**config.mk**
```make
export PLATFORM = sky130hd
export DESIGN_NAME = arp_cache_table_flat
export DESIGN_NICKNAME = d
export VERILOG_FILES = /design/src/rtl/core/arpc_pkg.sv /design/src/rtl/core/arpc_ifs.sv /design/src/rtl/core/arpc_store.sv /design/src/rtl/core/arpc_remainder.sv /design/src/rtl/core/arp_cache_table.sv /design/src/flat_wrapper.sv
export SDC_FILE = /design/constraint.sdc
export NUM_CORES = 2
export LEC_CHECK = 0
export BUFFER_PORTS_ARGS = -buffer_cell sky130_fd_sc_hd__buf_2
export CAP_MARGIN = 30
export CORE_AREA = 4 4 428 642
export CTS_CLUSTER_DIAMETER = 40
export DETAILED_ROUTE_END_ITERATION = 7
export DIE_AREA = 0 0 432 646
export HOLD_SLACK_MARGIN = 0.03
export PLACE_DENSITY = 0.57
export SYNTH_ARGS = -nofsm -noshare
export SYNTH_HDL_FRONTEND = slang
export SYNTH_HIERARCHICAL = 1
export SYNTH_SLANG_ARGS = --single-unit
```
**constraint.sdc**
```tcl
create_clock -name clk -period 8.9 [get_ports clk]
set_clock_uncertainty 0.1 [all_clocks]
set_input_delay 0.445 -clock clk [delete_from_list [all_inputs] [get_ports clk]]
set_output_delay 0.445 -clock clk [all_outputs]
set_load 0.02 [all_outputs]
```
**src/rtl/core/arpc_pkg.sv**
```systemverilog
// ----------------------------------------------------------------------------
// arpc_pkg
// shared widths, codes, types and the victim lfsr step
// ----------------------------------------------------------------------------
package arpc_pkg;

	localparam int DEF_TABLE_ENTRIES = 32;

	localparam int ACTION_W = 2;
	localparam int IP_W     = 32;
	localparam int MAC_W    = 48;
	localparam int SLOT_W   = 5;
	localparam int AGE_W    = 8;
	localparam int LFSR_W   = 16;
	localparam int APB_ADDR_W = 3;
	localparam int APB_DATA_W = 32;

	localparam logic [ACTION_W-1:0] ACT_LOOKUP = 2'd0;
	localparam logic [ACTION_W-1:0] ACT_INSERT = 2'd1;
	localparam logic [ACTION_W-1:0] ACT_TICK   = 2'd2;

	// register index (paddr word bits)
	localparam logic [APB_ADDR_W-3:0] REG_ENTRY_TIMEOUT = 1'b0;

	localparam logic [AGE_W-1:0]  TIMEOUT_RESET = 8'd15;
	localparam logic [AGE_W-1:0]  AGE_MAX       = 8'hFF;
	localparam logic [LFSR_W-1:0] LFSR_SEED     = 16'hACE1;

	// write strobes into the entry store
	typedef struct packed {
		logic tag_we;
		logic age_we;
	} store_ctl_t;

	// fibonacci lfsr, taps 16,14,13,11, shifting right
	function automatic logic [LFSR_W-1:0] lfsr_next(input logic [LFSR_W-1:0] v);
		logic fb;
		fb = v[0] ^ v[2] ^ v[3] ^ v[5];
		return {fb, v[LFSR_W-1:1]};
	endfunction

endpackage

```
**src/rtl/core/arpc_ifs.sv**
```systemverilog
// ----------------------------------------------------------------------------
// arpc request and response channels
// valid/ready streams carrying the cache requests and their results
// ----------------------------------------------------------------------------
interface arpc_req_if;
	import arpc_pkg::*;

	logic                valid;
	logic                ready;
	logic [ACTION_W-1:0] action;
	logic [IP_W-1:0]     ip_addr;
	logic [MAC_W-1:0]    new_mac;

	modport source (output valid, action, ip_addr, new_mac, input ready);
	modport sink   (input valid, action, ip_addr, new_mac, output ready);
endinterface

interface arpc_rsp_if;
	import arpc_pkg::*;

	logic              valid;
	logic              ready;
	logic              hit;
	logic [MAC_W-1:0]  found_mac;
	logic [SLOT_W-1:0] slot_used;

	modport source (output valid, hit, found_mac, slot_used, input ready);
	modport sink   (input valid, hit, found_mac, slot_used, output ready);
endinterface

```
**src/rtl/core/arpc_store.sv**
```systemverilog
// ----------------------------------------------------------------------------
// arpc_store
// entry memories: address/mac tags and ages, one write and one read port
// ----------------------------------------------------------------------------
module arpc_store #(
	parameter int ENTRIES = arpc_pkg::DEF_TABLE_ENTRIES,
	localparam int IDX_W = $clog2(ENTRIES)
) (
	input  logic                         clk,
	input  arpc_pkg::store_ctl_t         ctl,
	input  logic [IDX_W-1:0]             wr_addr,
	input  logic [arpc_pkg::IP_W-1:0]    wr_ip,
	input  logic [arpc_pkg::MAC_W-1:0]   wr_mac,
	input  logic [arpc_pkg::AGE_W-1:0]   wr_age,
	input  logic [IDX_W-1:0]             rd_addr,
	output logic [arpc_pkg::IP_W-1:0]    rd_ip,
	output logic [arpc_pkg::MAC_W-1:0]   rd_mac,
	output logic [arpc_pkg::AGE_W-1:0]   rd_age
);
	import arpc_pkg::*;

	logic [IP_W+MAC_W-1:0] tag_mem [ENTRIES];
	logic [AGE_W-1:0]      age_mem [ENTRIES];
	logic [IP_W+MAC_W-1:0] rd_tag_q;
	logic [AGE_W-1:0]      rd_age_q;

	always_ff @(posedge clk) begin
		if (ctl.tag_we) begin
			tag_mem[wr_addr] <= {wr_ip, wr_mac};
		end
		rd_tag_q <= tag_mem[rd_addr];
	end

	always_ff @(posedge clk) begin
		if (ctl.age_we) begin
			age_mem[wr_addr] <= wr_age;
		end
		rd_age_q <= age_mem[rd_addr];
	end

	assign rd_ip  = rd_tag_q[IP_W+MAC_W-1:MAC_W];
	assign rd_mac = rd_tag_q[MAC_W-1:0];
	assign rd_age = rd_age_q;

endmodule

```
**src/rtl/core/arpc_remainder.sv**
```systemverilog
// ----------------------------------------------------------------------------
// arpc_remainder
// remainder of a 16-bit value by the table size, by reciprocal multiply
// ----------------------------------------------------------------------------
module arpc_remainder #(
	parameter int DIVISOR = arpc_pkg::DEF_TABLE_ENTRIES,
	localparam int IDX_W = $clog2(DIVISOR)
) (
	input  logic                          clk,
	input  logic                          arst_n,
	input  logic                          start,
	input  logic [arpc_pkg::LFSR_W-1:0]   value,
	output logic                          done,
	output logic [IDX_W-1:0]              rem
);
	import arpc_pkg::*;

	// quotient = (v * RECIP) >> SHIFT, exact for every 16-bit v
	localparam int     SHIFT   = LFSR_W + IDX_W;
	localparam int     RECIP_W = LFSR_W + 1;
	localparam int     PROD_W  = LFSR_W + RECIP_W;
	localparam longint RECIP_L = ((longint'(1) << SHIFT) + DIVISOR - 1) / DIVISOR;
	localparam logic [RECIP_W-1:0] RECIP = RECIP_W'(RECIP_L);
	localparam logic [LFSR_W-1:0]  DIV_K = LFSR_W'(DIVISOR);

	logic              vld_s1;
	logic              vld_s2;
	logic              vld_s3;
	logic [LFSR_W-1:0] val_s1;
	logic [LFSR_W-1:0] val_s2;
	logic [LFSR_W-1:0] quo_s2;
	logic [IDX_W-1:0]  rem_s3;
	logic [PROD_W-1:0] prod;
	logic [LFSR_W-1:0] back;

	assign prod = PROD_W'(val_s1) * PROD_W'(RECIP);
	assign back = quo_s2 * DIV_K;

	always_ff @(posedge clk or negedge arst_n) begin
		if (!arst_n) begin
			vld_s1 <= 1'b0;
			vld_s2 <= 1'b0;
			vld_s3 <= 1'b0;
		end else begin
			vld_s1 <= start;
			vld_s2 <= vld_s1;
			vld_s3 <= vld_s2;
		end
	end

	// datapath: multiply, then multiply back and subtract
	always_ff @(posedge clk) begin
		if (start) begin
			val_s1 <= value;
		end
		if (vld_s1) begin
			quo_s2 <= LFSR_W'(prod >> SHIFT);
			val_s2 <= val_s1;
		end
		if (vld_s2) begin
			rem_s3 <= IDX_W'(val_s2 - back);
		end
	end

	assign done = vld_s3;
	assign rem  = rem_s3;

endmodule

```
**src/rtl/core/arp_cache_table.sv**
```systemverilog
// ----------------------------------------------------------------------------
// arp_cache_table: ipv4 to mac cache with aging and random replacement
// lookup and tick: the scan reads one entry of the entry memory per cycle, then the
//   result goes to the output register; a new request is taken only in the idle state
// insert: scans the same way, and on a full table also passes through the remainder unit
// async reset clears all valid bits, restores timeout 15 and lfsr seed 16'hACE1
// ----------------------------------------------------------------------------
module arp_cache_table #(
	parameter int TABLE_ENTRIES = arpc_pkg::DEF_TABLE_ENTRIES
) (
	input  logic                               clk,
	input  logic                               arst_n,
	arpc_req_if.sink                           req,
	arpc_rsp_if.source                         rsp,
	input  logic                               psel,
	input  logic                               penable,
	input  logic                               pwrite,
	input  logic [arpc_pkg::APB_ADDR_W-1:0]    paddr,
	input  logic [arpc_pkg::APB_DATA_W-1:0]    pwdata,
	output logic [arpc_pkg::APB_DATA_W-1:0]    prdata,
	output logic                               pready
);
	import arpc_pkg::*;

	localparam int IDX_W = $clog2(TABLE_ENTRIES);
	localparam int CNT_W = $clog2(TABLE_ENTRIES + 1);

	// sequencer states
	localparam logic [2:0] ST_IDLE  = 3'd0;
	localparam logic [2:0] ST_SCAN  = 3'd1;
	localparam logic [2:0] ST_MOD   = 3'd2;
	localparam logic [2:0] ST_WRITE = 3'd3;
	localparam logic [2:0] ST_DONE  = 3'd4;

	logic [2:0]              state_q;

	// latched request
	logic [ACTION_W-1:0]     op_q;
	logic [IP_W-1:0]         ip_q;
	logic [MAC_W-1:0]        mac_q;

	// scan address counter and read pipeline
	logic [CNT_W-1:0]        cnt_q;
	logic                    rd_vld_s1;
	logic [IDX_W-1:0]        rd_idx_s1;

	// scan results
	logic                    found_q;
	logic [MAC_W-1:0]        found_mac_q;
	logic                    free_found_q;
	logic [IDX_W-1:0]        free_idx_q;
	logic [IDX_W-1:0]        slot_q;
	logic [SLOT_W-1:0]       res_slot_q;

	// table state held in flops
	logic [TABLE_ENTRIES-1:0] valid_q;
	logic [LFSR_W-1:0]       lfsr_q;
	logic [AGE_W-1:0]        timeout_q;

	// output register
	logic                    out_valid_q;
	logic                    out_hit_q;
	logic [MAC_W-1:0]        out_mac_q;
	logic [SLOT_W-1:0]       out_slot_q;

	// store interface
	store_ctl_t              st_ctl;
	logic [IDX_W-1:0]        st_wr_addr;
	logic [AGE_W-1:0]        st_wr_age;
	logic [IP_W-1:0]         rd_ip;
	logic [MAC_W-1:0]        rd_mac;
	logic [AGE_W-1:0]        rd_age;

	// remainder unit
	logic                    mod_start;
	logic                    mod_done;
	logic [IDX_W-1:0]        mod_rem;
	logic [LFSR_W-1:0]       lfsr_step;

	logic                    req_fire;
	logic                    scan_issue;
	logic                    scan_end;
	logic                    entry_live;
	logic                    ip_match;
	logic [AGE_W-1:0]        age_inc;
	logic                    out_free;
	logic                    cfg_wr;
	logic [APB_ADDR_W-3:0]   cfg_idx;

	assign req.ready = (state_q == ST_IDLE);
	assign req_fire  = req.valid && req.ready;

	// scan: issue one read per cycle, evaluate the returned entry in the following cycle
	assign scan_issue = (state_q == ST_SCAN) && (cnt_q < CNT_W'(TABLE_ENTRIES));
	assign scan_end   = (state_q == ST_SCAN) && !scan_issue && !rd_vld_s1;

	assign entry_live = valid_q[rd_idx_s1];
	assign ip_match   = (rd_ip == ip_q);
	// age saturates at its top code
	assign age_inc    = (rd_age == AGE_MAX) ? AGE_MAX : rd_age + 8'd1;

	// full-table insert picks its victim from the advanced lfsr
	assign lfsr_step = lfsr_next(lfsr_q);
	assign mod_start = scan_end && (op_q == ACT_INSERT) && !free_found_q;

	assign out_free = !out_valid_q || rsp.ready;

	// entry store writes: insert writes the whole slot, tick rewrites ages in scan order
	always_comb begin
		st_ctl.tag_we = (state_q == ST_WRITE);
		st_ctl.age_we = (state_q == ST_WRITE) ||
			((state_q == ST_SCAN) && rd_vld_s1 && (op_q == ACT_TICK));
		st_wr_addr    = (state_q == ST_WRITE) ? slot_q : rd_idx_s1;
		st_wr_age     = (state_q == ST_WRITE) ? '0 : age_inc;
	end

	arpc_store #(
		.ENTRIES (TABLE_ENTRIES)
	) u_store (
		.clk     (clk),
		.ctl     (st_ctl),
		.wr_addr (st_wr_addr),
		.wr_ip   (ip_q),
		.wr_mac  (mac_q),
		.wr_age  (st_wr_age),
		.rd_addr (cnt_q[IDX_W-1:0]),
		.rd_ip   (rd_ip),
		.rd_mac  (rd_mac),
		.rd_age  (rd_age)
	);

	arpc_remainder #(
		.DIVISOR (TABLE_ENTRIES)
	) u_rem (
		.clk    (clk),
		.arst_n (arst_n),
		.start  (mod_start),
		.value  (lfsr_step),
		.done   (mod_done),
		.rem    (mod_rem)
	);

	// sequencer and control state
	always_ff @(posedge clk or negedge arst_n) begin
		if (!arst_n) begin
			state_q   <= ST_IDLE;
			cnt_q     <= '0;
			rd_vld_s1 <= 1'b0;
			lfsr_q    <= LFSR_SEED;
		end else begin
			rd_vld_s1 <= scan_issue;
			case (state_q)
				ST_IDLE: begin
					if (req_fire) begin
						cnt_q <= '0;
						// unused action code completes with an all-zero result
						if (req.action == ACT_LOOKUP || req.action == ACT_INSERT ||
							req.action == ACT_TICK) begin
							state_q <= ST_SCAN;
						end else begin
							state_q <= ST_DONE;
						end
					end
				end
				ST_SCAN: begin
					if (scan_issue) begin
						cnt_q <= cnt_q + 1'b1;
					end
					if (scan_end) begin
						if (op_q == ACT_INSERT) begin
							if (free_found_q) begin
								state_q <= ST_WRITE;
							end else begin
								lfsr_q  <= lfsr_step;
								state_q <= ST_MOD;
							end
						end else begin
							state_q <= ST_DONE;
						end
					end
				end
				ST_MOD: begin
					if (mod_done) begin
						state_q <= ST_WRITE;
					end
				end
				ST_WRITE: begin
					state_q <= ST_DONE;
				end
				ST_DONE: begin
					if (out_free) begin
						state_q <= ST_IDLE;
					end
				end
				default: begin
					state_q <= ST_IDLE;
				end
			endcase
		end
	end

	// request latch, scan evaluation and result collection
	always_ff @(posedge clk) begin
		if (req_fire) begin
			op_q         <= req.action;
			ip_q         <= req.ip_addr;
			mac_q        <= req.new_mac;
			found_q      <= 1'b0;
			found_mac_q  <= '0;
			free_found_q <= 1'b0;
			res_slot_q   <= '0;
		end
		if (scan_issue) begin
			rd_idx_s1 <= cnt_q[IDX_W-1:0];
		end
		if ((state_q == ST_SCAN) && rd_vld_s1) begin
			// lowest valid match wins
			if (op_q == ACT_LOOKUP && !found_q && entry_live && ip_match) begin
				found_q     <= 1'b1;
				found_mac_q <= rd_mac;
			end
			// lowest free slot wins
			if (op_q == ACT_INSERT && !free_found_q && !entry_live) begin
				free_found_q <= 1'b1;
				free_idx_q   <= rd_idx_s1;
			end
		end
		if (scan_end && free_found_q) begin
			slot_q <= free_idx_q;
		end
		if ((state_q == ST_MOD) && mod_done) begin
			slot_q <= mod_rem;
		end
		if (state_q == ST_WRITE) begin
			res_slot_q <= SLOT_W'(slot_q);
		end
	end

	// valid bits: cleared by aging, set by insert
	always_ff @(posedge clk or negedge arst_n) begin
		if (!arst_n) begin
			valid_q <= '0;
		end else begin
			if ((state_q == ST_SCAN) && rd_vld_s1 && (op_q == ACT_TICK) &&
				(age_inc > timeout_q)) begin
				valid_q[rd_idx_s1] <= 1'b0;
			end
			if (state_q == ST_WRITE) begin
				valid_q[slot_q] <= 1'b1;
			end
		end
	end

	// output register, decoupled from the sequencer
	always_ff @(posedge clk or negedge arst_n) begin
		if (!arst_n) begin
			out_valid_q <= 1'b0;
		end else begin
			if ((state_q == ST_DONE) && out_free) begin
				out_valid_q <= 1'b1;
			end else if (rsp.ready) begin
				out_valid_q <= 1'b0;
			end
		end
	end

	always_ff @(posedge clk) begin
		if ((state_q == ST_DONE) && out_free) begin
			out_hit_q  <= found_q;
			out_mac_q  <= found_mac_q;
			out_slot_q <= res_slot_q;
		end
	end

	assign rsp.valid     = out_valid_q;
	assign rsp.hit       = out_hit_q;
	assign rsp.found_mac = out_mac_q;
	assign rsp.slot_used = out_slot_q;

	// configuration port, zero wait states
	assign pready  = 1'b1;
	assign cfg_idx = paddr[APB_ADDR_W-1:2];
	assign cfg_wr  = psel && penable && pwrite && pready;

	always_ff @(posedge clk or negedge arst_n) begin
		if (!arst_n) begin
			timeout_q <= TIMEOUT_RESET;
		end else if (cfg_wr && (cfg_idx == REG_ENTRY_TIMEOUT)) begin
			timeout_q <= pwdata[AGE_W-1:0];
		end
	end

	assign prdata = (cfg_idx == REG_ENTRY_TIMEOUT) ? APB_DATA_W'(timeout_q) : '0;

endmodule

```
**src/flat_wrapper.sv**
```systemverilog
// flat-port wrapper written by rule: the top's interface ports become plain ports
module arp_cache_table_flat import arpc_pkg::*;
#(
	parameter int TABLE_ENTRIES = arpc_pkg::DEF_TABLE_ENTRIES
)
  (clk, arst_n, psel, penable, pwrite, paddr, pwdata, prdata, pready, req_valid, req_action, req_ip_addr, req_new_mac, req_ready, rsp_valid, rsp_hit, rsp_found_mac, rsp_slot_used, rsp_ready);
  arpc_req_if req_i ();
  arpc_rsp_if rsp_i ();
  input  logic clk;
  input  logic arst_n;
  input  logic psel;
  input  logic penable;
  input  logic pwrite;
  input  logic [arpc_pkg::APB_ADDR_W-1:0] paddr;
  input  logic [arpc_pkg::APB_DATA_W-1:0] pwdata;
  output logic [arpc_pkg::APB_DATA_W-1:0] prdata;
  output logic pready;
  input wire logic [$bits(req_i.valid)-1:0] req_valid;
  input wire logic [$bits(req_i.action)-1:0] req_action;
  input wire logic [$bits(req_i.ip_addr)-1:0] req_ip_addr;
  input wire logic [$bits(req_i.new_mac)-1:0] req_new_mac;
  output wire logic [$bits(req_i.ready)-1:0] req_ready;
  output wire logic [$bits(rsp_i.valid)-1:0] rsp_valid;
  output wire logic [$bits(rsp_i.hit)-1:0] rsp_hit;
  output wire logic [$bits(rsp_i.found_mac)-1:0] rsp_found_mac;
  output wire logic [$bits(rsp_i.slot_used)-1:0] rsp_slot_used;
  input wire logic [$bits(rsp_i.ready)-1:0] rsp_ready;
  assign req_i.valid = req_valid;
  assign req_i.action = req_action;
  assign req_i.ip_addr = req_ip_addr;
  assign req_i.new_mac = req_new_mac;
  assign req_ready = req_i.ready;
  assign rsp_valid = rsp_i.valid;
  assign rsp_hit = rsp_i.hit;
  assign rsp_found_mac = rsp_i.found_mac;
  assign rsp_slot_used = rsp_i.slot_used;
  assign rsp_i.ready = rsp_ready;
  arp_cache_table #(.TABLE_ENTRIES(TABLE_ENTRIES)) u_core (.clk(clk), .arst_n(arst_n), .req(req_i), .rsp(rsp_i), .psel(psel), .penable(penable), .pwrite(pwrite), .paddr(paddr), .pwdata(pwdata), .prdata(prdata), .pready(pready));
endmodule
```
== Yosys cells after proc, flatten, opt, wreduce, memory -nomap -nowiden ==
Memories as Yosys holds them, arrays and structs flattened. A register that Yosys moved wholly into a read port is not among the register bits.
Cells that the tools add are included.

* Reductions and logical operators: 43
* Mux-type cells: 42
* $lt $le $gt $ge: 6
* Add/sub/neg operators: 3
* Equality and inequality tests: 15
* Bitwise gates (word level): 8

{| class="wikitable"
|+ Operators with widths
! operator !! number
|-
| $mux 48 || 3
|-
| $mux 32 || 2
|-
| $and 32x32->32 || 1
|-
| $eq 32x32->1 || 1
|-
| $not 32->32 || 1
|-
| $or 32x32->32 || 1
|-
| $mux 5 || 5
|-
| $mux 8 || 3
|-
| $logic_and 1x1->1 || 22
|-
| $mux 3 || 6
|-
| $mux 1 || 16
|-
| $pmux 3 s5 || 1
|-
| $lt 5x6->1 const B || 2
|-
| $mux 6 || 2
|-
| $pmux 6 s2 || 1
|-
| $demux 1 s5 || 2
|-
| $ge 5x1->1 const B || 2
|-
| $add 8x1->8 const B || 1
|-
| $eq 8x8->1 const B || 1
|-
| $gt 8x8->1 || 1
|-
| $reduce_and 4->1 || 2
|-
| $reduce_bool 2->1 || 4
|-
| $add 6x1->6 const B || 1
|-
| $eq 3x2->1 const B || 2
|-
| 17 further kinds || 34
|}

* Memories kept: 2
* Output and inout bits: 89
* Register bits after elaboration: 291
* Logic and storage cells: 145
* RAM bits: 2816
* Input port bits: 124

{| class="wikitable"
|+ Memory list
! name !! words !! bits a word !! read ports !! clocked after memory_dff !! write ports !! RTL line !! text
|-
| u_core.u_store.tag_mem || 32 || 80 || 1 || 1 || 1 || arpc_store.sv:22 || <nowiki>logic [IP_W+MAC_W-1:0] tag_mem [ENTRIES];</nowiki>
|-
| u_core.u_store.age_mem || 32 || 8 || 1 || 1 || 1 || arpc_store.sv:23 || <nowiki>logic [AGE_W-1:0] age_mem [ENTRIES];</nowiki>
|}

== Logic depth before layout (Yosys ltp) ==
* Depth after elaboration: 9
* Gate-level depth with buffers: 13
* Depth with buffers taken out: 12

== Hierarchy ==
The synthesis kept the hierarchy.

{| class="wikitable"
|+ By module, submodules not included
! module !! cells each !! seq. area each (um^2) !! instances !! area each (um^2)
|-
| arpc_store || 5184 || 86322.8 || 1 || 108978.3
|-
| arp_cache_table || 882 || 7377.1 || 1 || 11098.1
|-
| arpc_remainder || 18 || 525.5 || 1 || 525.5
|}

== Worst setup path before layout ==
OpenSTA, ideal clock, no wires.

* Kind: reg2reg
* From: register u_core.state_q[2]
* To: memory u_core/u_store/tag_mem[5][0] (netlist name), enable pin
* Setup slack: 2751 ps
* Data arrival time: 5530 ps
* Setup time: 519 ps
* Required time: 8281 ps
* Path buffers: 3
* Cell stages (with the launch flop): 10
* Period minus slack after synthesis: 6149 ps
* Path through: dfrtp_1 > clkbuf_1 > or2_0 > clkinv_1 > and2_1 > a21o_1 > clkbuf_1 > or3b_2 > clkbuf_1 > nor2_1

{| class="wikitable"
|+ RTL lines
! what !! RTL line !! text
|-
| start: declaration || arp_cache_table.sv:35 || <nowiki>logic [2:0] state_q;</nowiki>
|-
| start signal: assignment || arp_cache_table.sv:146 || <nowiki>state_q <= ST_IDLE;</nowiki>
|-
| start signal: assignment || arp_cache_table.sv:159 || <nowiki>state_q <= ST_SCAN;</nowiki>
|-
| start signal: assignment || arp_cache_table.sv:161 || <nowiki>state_q <= ST_DONE;</nowiki>
|-
| end: declaration || arpc_store.sv:22 ||
|}

==> metrics.txt <==
top post-synthesis cells by area edfxtp_1 (74%), mux4_2 (6.6%), mux2i_1 (6.4%); Worst IR Drop VDD 0.0002897 V; Mapped Cells 6084; 1st-iter DRT viols 5320; final hold viol count 0; Seq/Total Area, Yosys 78.13%; Core Box Area 269700 um2; CTS tree yes; final period utilization 61.40%; worst slew pin tran 1.107 ns; Clk pin slew, worst setup/hold paths 0.06 ns; reg2reg setup slack 3.44 ns; Crit Path Class reg -> reg; Seq cells post-synth 3195; CP endpoint kind register; PwrDens 297.4 nW/um2; layer with the highest usage met2; GR Util All Layers 21.70%; FFs w/ async S/R, synth 2.191%; post-synth top area share 74.37%; Area after DPL 126000 um2; EDFF count, synth 2987; first-pass GRT wire length 440.2 mm; total wire length 307.9 mm; Worst slew margin 26.21%; RSZ-0062 raised after global routing false; Root Buffer clkbuf_16; f_max 183.0 MHz; Post-CTS Setup Inserts 0; final std cells w/o fill 10.37k; Mean Syn Cell Area 19.82 um2; mapped cell area 120600 um2; fin nets 6671; die area 279100 um2; Design Power 41440 uW; routed vias/inst 5.822; total negative slack 0 ns; Synth Flop Type edfxtp_1; pin count of the biggest net entering global routing 128; met3 usage 2.762%; final setup vio count 0; Max Transition Viols Final 0; Synth area leader edfxtp_1; met2 usage 38.58%; antenna-violating nets left 0; via count 60.39k; mean routed wirelength per cell 29.68 um; worst-path maximum fanout 35; H-tree Lvls 5; IO Port Bufs 161; post-synthesis cell type count 55; DRC violations left 0; routability cong. 0.7857; CTS sink cnt 3195; Hold-fix buffers, CTS 93; chip width 432 um; die span in y 646 um; Final HPWL DP 160.4 mm; type of the worst min-delay path in -> async; DR pass1 iterations 6; Crit path required time 9.28 ns; Clock Latency Late Sink 0.90 ns; CP arrival 5.84 ns; met1 global-route usage 28.24%; leakage power 0.04471 uW; ratio of cells with drive above 1 in the final layout 20.05%; Yosys warnings 6; CP startpoint kind register; max-cap violations 0; IO Count 213; synthesis-to-layout area growth 15.53%; Placement Rows 234; dpl cells 9615; status complete, no violations; synth cell count leaders edfxtp_1 (2987), mux2i_1 (771), a22oi_1 (505); most common cell in the synthesized netlist edfxtp_1; design area 139300 um2; hold_ws 0.09243 ns; number of CTS-inserted buffers 355; minimum clock period after layout 5.465 ns; Initial Util 44.73%; vias in the first global route 62.11k; initial antenna violation count 6; CTS Buffer Depth 4; grt ovf 0; Resized cells post-CTS 0
cell families after synthesis:
group	count (synthesis)	share of synthesized area, %
AOI/OAI and AO/OA	667	3.994
xor gates and xnor gates	40	0.2905
adders and majority gates	10	0.1037
buffers and inverters	427	1.843
DFF	3195	78.13
muxes	1139	13.12
other	2	0.006227
and+or+nand+nor	604	2.512
worst max-delay path, cell delays in order, from the launching register on:
cell and delay (ns):
dfrtp_1 0.46, nand2_1 0.11, or2_0 0.65, clkinv_1 0.63
nand2_1 0.29, nand2_1 0.23, or3b_2 0.78, nor2_4 0.83
buf_4 0.86
per-layer routing:
metal	up-vias	share of wire, %
met1	32370	40
met5	-	0.0042
met3	453	5.0
met2	1810	53
met4	2	2.4
li1	25750	-
cell usage in the layout, fill, tap and decap left out, drive strengths merged, types with 8 or more instances in the layout:
cell            n
buf           342
a31oi          22
bufinv         35
dlygate4sd3    93
nand2         131
ha             10
dfrtp          58
edfxtp       2987
clkinvlp       29
and2           19
a21oi          70
dfxtp         138
conb           25
a22oi         505
or3b            8
o22ai           8
nor3           10
nor2b          24
nand3b          9
nand3         186
nor2           96
nand4          88
a211oi         30
a22o           17
dfstp          12
mux2           16
clkinv         96
mux2i         771
inv           125
xnor2          33
clkbuf        432
mux4          352
power by group:
| group | total [uW] | switching (uW) | internal (uW) |
|---|---|---|---|
| clock | 14900 | 6130 | 8820 |
| sequential | 18300 | 621 | 17700 |
| combinational | 8180 | 4870 | 3310 |
| total | 41400 | 11600 | 29800 |
final timing paths:
check,start,endpoint,depth (start not counted)
max,u_core/state_q[0],u_core/u_store/tag_mem[0][4],8
min,arst_n,u_core/timeout_q[0],3
max reg2reg,u_core/state_q[0],u_core/u_store/tag_mem[0][4],8
min reg2reg,u_core/u_rem/val_s2[4],u_core/u_rem/rem[4],0
max in group asynchronous,arst_n,u_core/lfsr_q[11],4
min in group clk,pwrite,u_core/timeout_q[4],3
state kept, by name (all words and copies together), names as in the netlist, 2 cells and up:
name / count
u_core/cnt_q: 6
u_core/found_mac_q: 48
u_core/free_idx_q: 5
u_core/ip_q: 32
u_core/lfsr_q: 16
u_core/mac_q: 48
u_core/op_q: 2
u_core/rd_idx_s1: 5
u_core/res_slot_q: 5
u_core/rsp.found_mac: 48
u_core/rsp.slot_used: 5
u_core/slot_q: 5
u_core/state_q: 3
u_core/timeout_q: 8
u_core/u_rem/rem: 5
u_core/u_rem/val_s1: 5
u_core/u_rem/val_s2: 5
u_core/u_store/age_mem: 256
u_core/u_store/rd_age: 8
u_core/u_store/rd_tag_q: 80
u_core/u_store/tag_mem: 2560
u_core/valid_q: 32
through the flow:
step / setup slack (ns) / util (%)
after global placement: 3.331 / 46.64
final: 3.435 / 51.67
after global routing: 3.202 / 51.67
after floorplan: 2.751 / -
after detailed placement: 3.230 / 46.73
after CTS: 3.175 / 51.56
cell type report:
| cell class | count | area, um2 |
|---|---|---|
| diodes | 1 | 2.502 |
| clock buffers | 432 | 9555 |
| clock inverters | 220 | 2540 |
| fillers | 21270 | 130300 |
| inverters | 65 | 249.0 |
| multi-input cells | 2485 | 24610 |
| flip-flops and latches | 3195 | 94240 |
| well taps | 3540 | 4429 |
| repair buffers | 435 | 3702 |
Note: power is estimated with default switching activity, not from simulation.
